==> src/hdl/tcrb_ram.sv <==
// Generic simple dual-port RAM: one write port, one read port, registered read.
// No dependencies.
`default_nettype none

module tcrb_ram #(
  parameter int WIDTH = 8,
  parameter int DEPTH = 16
) (
  input  wire logic                     clk,
  input  wire logic                     we,
  input  wire logic [$clog2(DEPTH)-1:0] waddr,
  input  wire logic [WIDTH-1:0]         wdata,
  input  wire logic                     re,
  input  wire logic [$clog2(DEPTH)-1:0] raddr,
  output logic      [WIDTH-1:0]         rdata
);

  logic [WIDTH-1:0] mem [DEPTH];

  // write port
  always_ff @(posedge clk) begin
    if (we) begin
      mem[waddr] <= wdata;
    end
  end

  // registered read, holds when not enabled
  always_ff @(posedge clk) begin
    if (re) begin
      rdata <= mem[raddr];
    end
  end

endmodule

`default_nettype wire

==> config.mk <==
export PLATFORM = sky130hd
export DESIGN_NAME = tcrb_ram
export DESIGN_NICKNAME = d
export VERILOG_FILES = /design/src/hdl/tcrb_ram.sv
export SDC_FILE = /design/constraint.sdc
export NUM_CORES = 1
export LEC_CHECK = 0
export ABC_AREA = 1
export BUFFER_PORTS_ARGS = -buffer_cell sky130_fd_sc_hd__buf_2
export CAP_MARGIN = 10
export CORE_ASPECT_RATIO = 0.5
export CORE_MARGIN = 2
export CORE_UTILIZATION = 60
export DETAILED_ROUTE_END_ITERATION = 8
export GPL_TIMING_DRIVEN = 0
export HOLD_SLACK_MARGIN = 0.08
export PLACE_DENSITY = 0.78
export SYNTH_ARGS = -nofsm -noshare
export SYNTH_HDL_FRONTEND = slang
export SYNTH_SLANG_ARGS = --single-unit
export TNS_END_PERCENT = 5
==> constraint.sdc <==
create_clock -name clk -period 3.1 [get_ports clk]
set_input_delay 0.62 -clock clk [delete_from_list [all_inputs] [get_ports clk]]
set_output_delay 0.62 -clock clk [all_outputs]
set_load 0.005 [all_outputs]
* Word-level counts from Yosys, hierarchy flattened *
Memory sizes are Yosys's and may differ from the RTL's. A register that Yosys moved wholly into a read port is not among the register bits.
Index checks and enable logic that the tools add are counted.

word-level totals
  RAM bits = 128
  input port bits = 19
  bits in registers = 0
  memories = 1
  logic and storage cells = 3

operators by class
  mux-type cells = 2

memories
  memory  words  bits a word  read ports  clocked after memory_dff  wr ports  line  RTL
  mem     16     8            1           1                         1         18    logic [WIDTH-1:0] mem [DEPTH];

operators by type and width
  cell     number
  $mux W1  2

* Logic depth before layout (Yosys ltp) *
  depth after elaboration = 2
  depth in mapped cells = 8
  depth with buffers taken out = 7

* Worst setup path after synthesis *
No wires, ideal clock.

  kind = input-to-reg
  start = in waddr[2]
  end = mem mem[10][0] (enable)
  library setup time = 370 ps
  stages = 2
  path slack = 1529 ps
  data arrival time = 1201 ps
  path through = nand3b_1 nor2_1

RTL lines
  what                line  RTL
  start: declaration  11    input wire logic [$clog2(DEPTH)-1:0] waddr,
  end: declaration    18

No word-level cell before the write port.

* Worst setup path in the final report *
  start = in waddr[0]
  end = mem mem[14][5] (enable)

No word-level cell before the write port.

==> run_results.csv <==
group,metric,value,unit
sta,final-setup-viol-count,0,
synth,synth_area,5850,sq um
routing,drc,0,
critical_path,crit_chain,"buf_2 -> inv_1 -> nand2_1 -> nor2_1",
sta,final.period_utilization,54.0,%
critical_path,rr_endpoint,"rdata[4]$_DFFE_PP_",
synth,syn_inst,551,
floorplanning,die_height,73.8,um
placement,post-dp-hpwl,9.79,mm
routing,num_vias,4123,
synth,netlist_top_cells_count,"nand2_1, edfxtp_1, inv_1",
clocking,hold_buffers,0,
floorplanning,die_area,10600,sq um
synth,synth_edf_count,136,
sta,max_slew_margin,33.7,%
clocking,numClockSinks,136,
synth,yosys.area.top_type,"edfxtp_1",
clocking,cts-root-buf,"clkbuf_16",
critical_path,cp_slowest_stage_delay,0.79,ns
final_layout,drive_above_1_share,12.5,%
critical_path,cp_max_fo,8,
global_route,grt_max_degree,17,
sta,rsz0062_at_grt,"no",
critical_path,worstPathRequired,3.14,ns
sta,slew_violations,0,
final_layout,area_growth_syn_to_layout,14.9,%
run,maxCapViolCount,0,
routing,first_pass_iters,5,
synth,ys_warn_count,0,
critical_path,startpoint_type,"input pin",
synth,synth.avg_cell_area,10.6,sq um
clocking,clk_pin_slew_worst_paths,0.06,ns
global_route,first_global_vias,3951,
floorplanning,die_w,144,um
critical_path,cp_data_arrival_time,1.72,ns
hold_path,min_path_type,"in2reg",
clocking,cts_tree,"yes",
final_layout,fill_cells,650,
clocking,cts_setup_buffers,0,
critical_path,r2r_cells,6,
critical_path,crit_path_end_kind,"flop",
hold_path,hold_depth,1,
routing,routed_wl,15.2,mm
synth,synth_fp_nets,570,
synth,ys.flop_type,"edfxtp_1",
floorplanning,io_pins,27,
floorplanning,start_util,61.9,%
clocking,clk_latency,0.42,ns
final_layout,nets,612,
routing,wl_per_cell,20.5,um
sta,finalHoldViolations,0,
synth,ys_ff_latch,136,
placement,port_buffers,23,
synth,ys_types,11,
routing,final_antenna_net_count,0,
sta,setup_tns,0,ns
sta,max_slew.worst_pin.slew,0.991,ns
pwr,p_per_area,651,nW/um^2
global_route,grtUsageTotal,31.4,%
synth,synth_top_area_share,69.8,%
critical_path,reg2reg_from,"mem[4][4]$_DFFE_PP_",
synth,synth_top_cells_by_area,"edfxtp_1, nand2_1, nand3_1",
synth,synth_most_common_cell,"nand2_1",
synth,synthArstFlopShare,0,%
floorplanning,coreArea,9450,sq um
final_layout,fin_util,71.1,%
global_route,grt_pass1_wl,22.5,mm
pwr,power_leakage,0.00290,uW
sta,fin_worst_skew,0.00517,ns
clocking,cts_resized,0,
sta,finalCriticalPeriod,1.68,ns
final_layout,n_antenna_cell,0,
floorplanning,rows,25,
routing,routed_via_density,5.56,
sta,fmax,0.597,GHz
critical_path,critPathKind,"in2reg",
clocking,clk_path_buf_depth,2,
clocking,cts_buffers,17,
global_route,antenna_found_initial,0,
clocking,h-tree-depth,4,
status,status,"complete, no violations",
pwr,ir_drop,0.000408,V
critical_path,cp_slowest_cell,"nor2_1",
critical_path,ff2ff_setup_slack,1.87,ns
routing,drtIter0Drc,699,
final_layout,multi_input_comb_area,1210,sq um
hold_path,hold_end,"rdata[3]$_DFFE_PP_",
hold_path,hp-start,"re",
placement,gp_congestion,0.986,
sta,whs,0.576,ns
final_layout,regArea,4080,sq um
global_route,overflow,0,
synth,seq_area_frac_synth,69.8,%
-- worst max-delay path, delay by kind of cell --
| kind | cells | cell delay, ns |
|---|---|---|
| and+or+nand+nor | 2 | 0.91 |
| buffers and inverters | 2 | 0.18 |
-- metal layers --
metal	global-route usage [%]	wire length (um)
met1	43.8	6150
met2	45.4	6430
met3	13.4	2270
met4	9.59	353
met5	0	0
-- flip-flops by register name (all words and copies together) (netlist names) --
register  cells
mem         128
rdata         8
-- kinds of logic after synthesis --
logic type / share of synthesized area (%)
DFF: 69.8
buffers and inverters: 9.39
and+or+nand+nor: 20.8
-- power by group --
group / total (uW) / switching, uW / internal (uW)
clock network: 2010 / 758 / 1250
logic: 283 / 206 / 77.0
registers: 2080 / 10.4 / 2070
total: 4370 / 974 / 3400
-- area by class of cell --
cell class | count | area share [%]
inverter | 102 | 5.70
buffer | 24 | 2.48
multi-input combinational | 289 | 18.1
clock inverter | 15 | 2.38
tap | 135 | 2.51
timing repair buffer | 23 | 1.71
sequential | 136 | 60.8
clock buffer | 17 | 6.33
-- metrics by stage --
stage	instances	worst slack, ns	total power [uW]	area (sq um)
6_report	741	1.42	4370	6720
3_5_place_dp	709	1.05	2390	6130
5_1_grt	741	1.39	4470	6720
4_1_cts	741	1.45	4360	6720
3_3_place_gp	709	1.08	2380	6130
2_1_floorplan	551	1.53	2270	5850
-- how the worst max path moves through the flow --
stage | start | to | slack [ns] | cells past startpoint
2_1_floorplan | waddr[2] | mem[10][0]$_DFFE_PP_ | 1.53 | 2
3_3_place_gp | waddr[3] | mem[6][1]$_DFFE_PP_ | 1.08 | 3
3_5_place_dp | waddr[0] | mem[14][2]$_DFFE_PP_ | 1.05 | 4
4_1_cts | waddr[3] | mem[6][2]$_DFFE_PP_ | 1.45 | 3
5_1_grt | waddr[3] | mem[6][2]$_DFFE_PP_ | 1.39 | 3
6_report | waddr[0] | mem[14][5]$_DFFE_PP_ | 1.42 | 4
-- cell usage in the layout (no fill, tap or decap) --
cell | netlist | routed
buf_2 | 13 | 36
clkinv_2 | 0 | 3
clkbuf_16 | 0 | 17
bufinv_16 | 0 | 3
nand2_1 | 173 | 173
nand3_1 | 97 | 97
clkinv_1 | 0 | 4
nor2_1 | 17 | 17
nand3b_1 | 2 | 2
buf_4 | 4 | 4
inv_2 | 2 | 2
clkinvlp_4 | 0 | 3
buf_1 | 1 | 1
clkinv_4 | 0 | 2
edfxtp_1 | 136 | 136
inv_1 | 100 | 100
buf_6 | 6 | 6
Note: power is estimated with default switching activity, not from simulation.
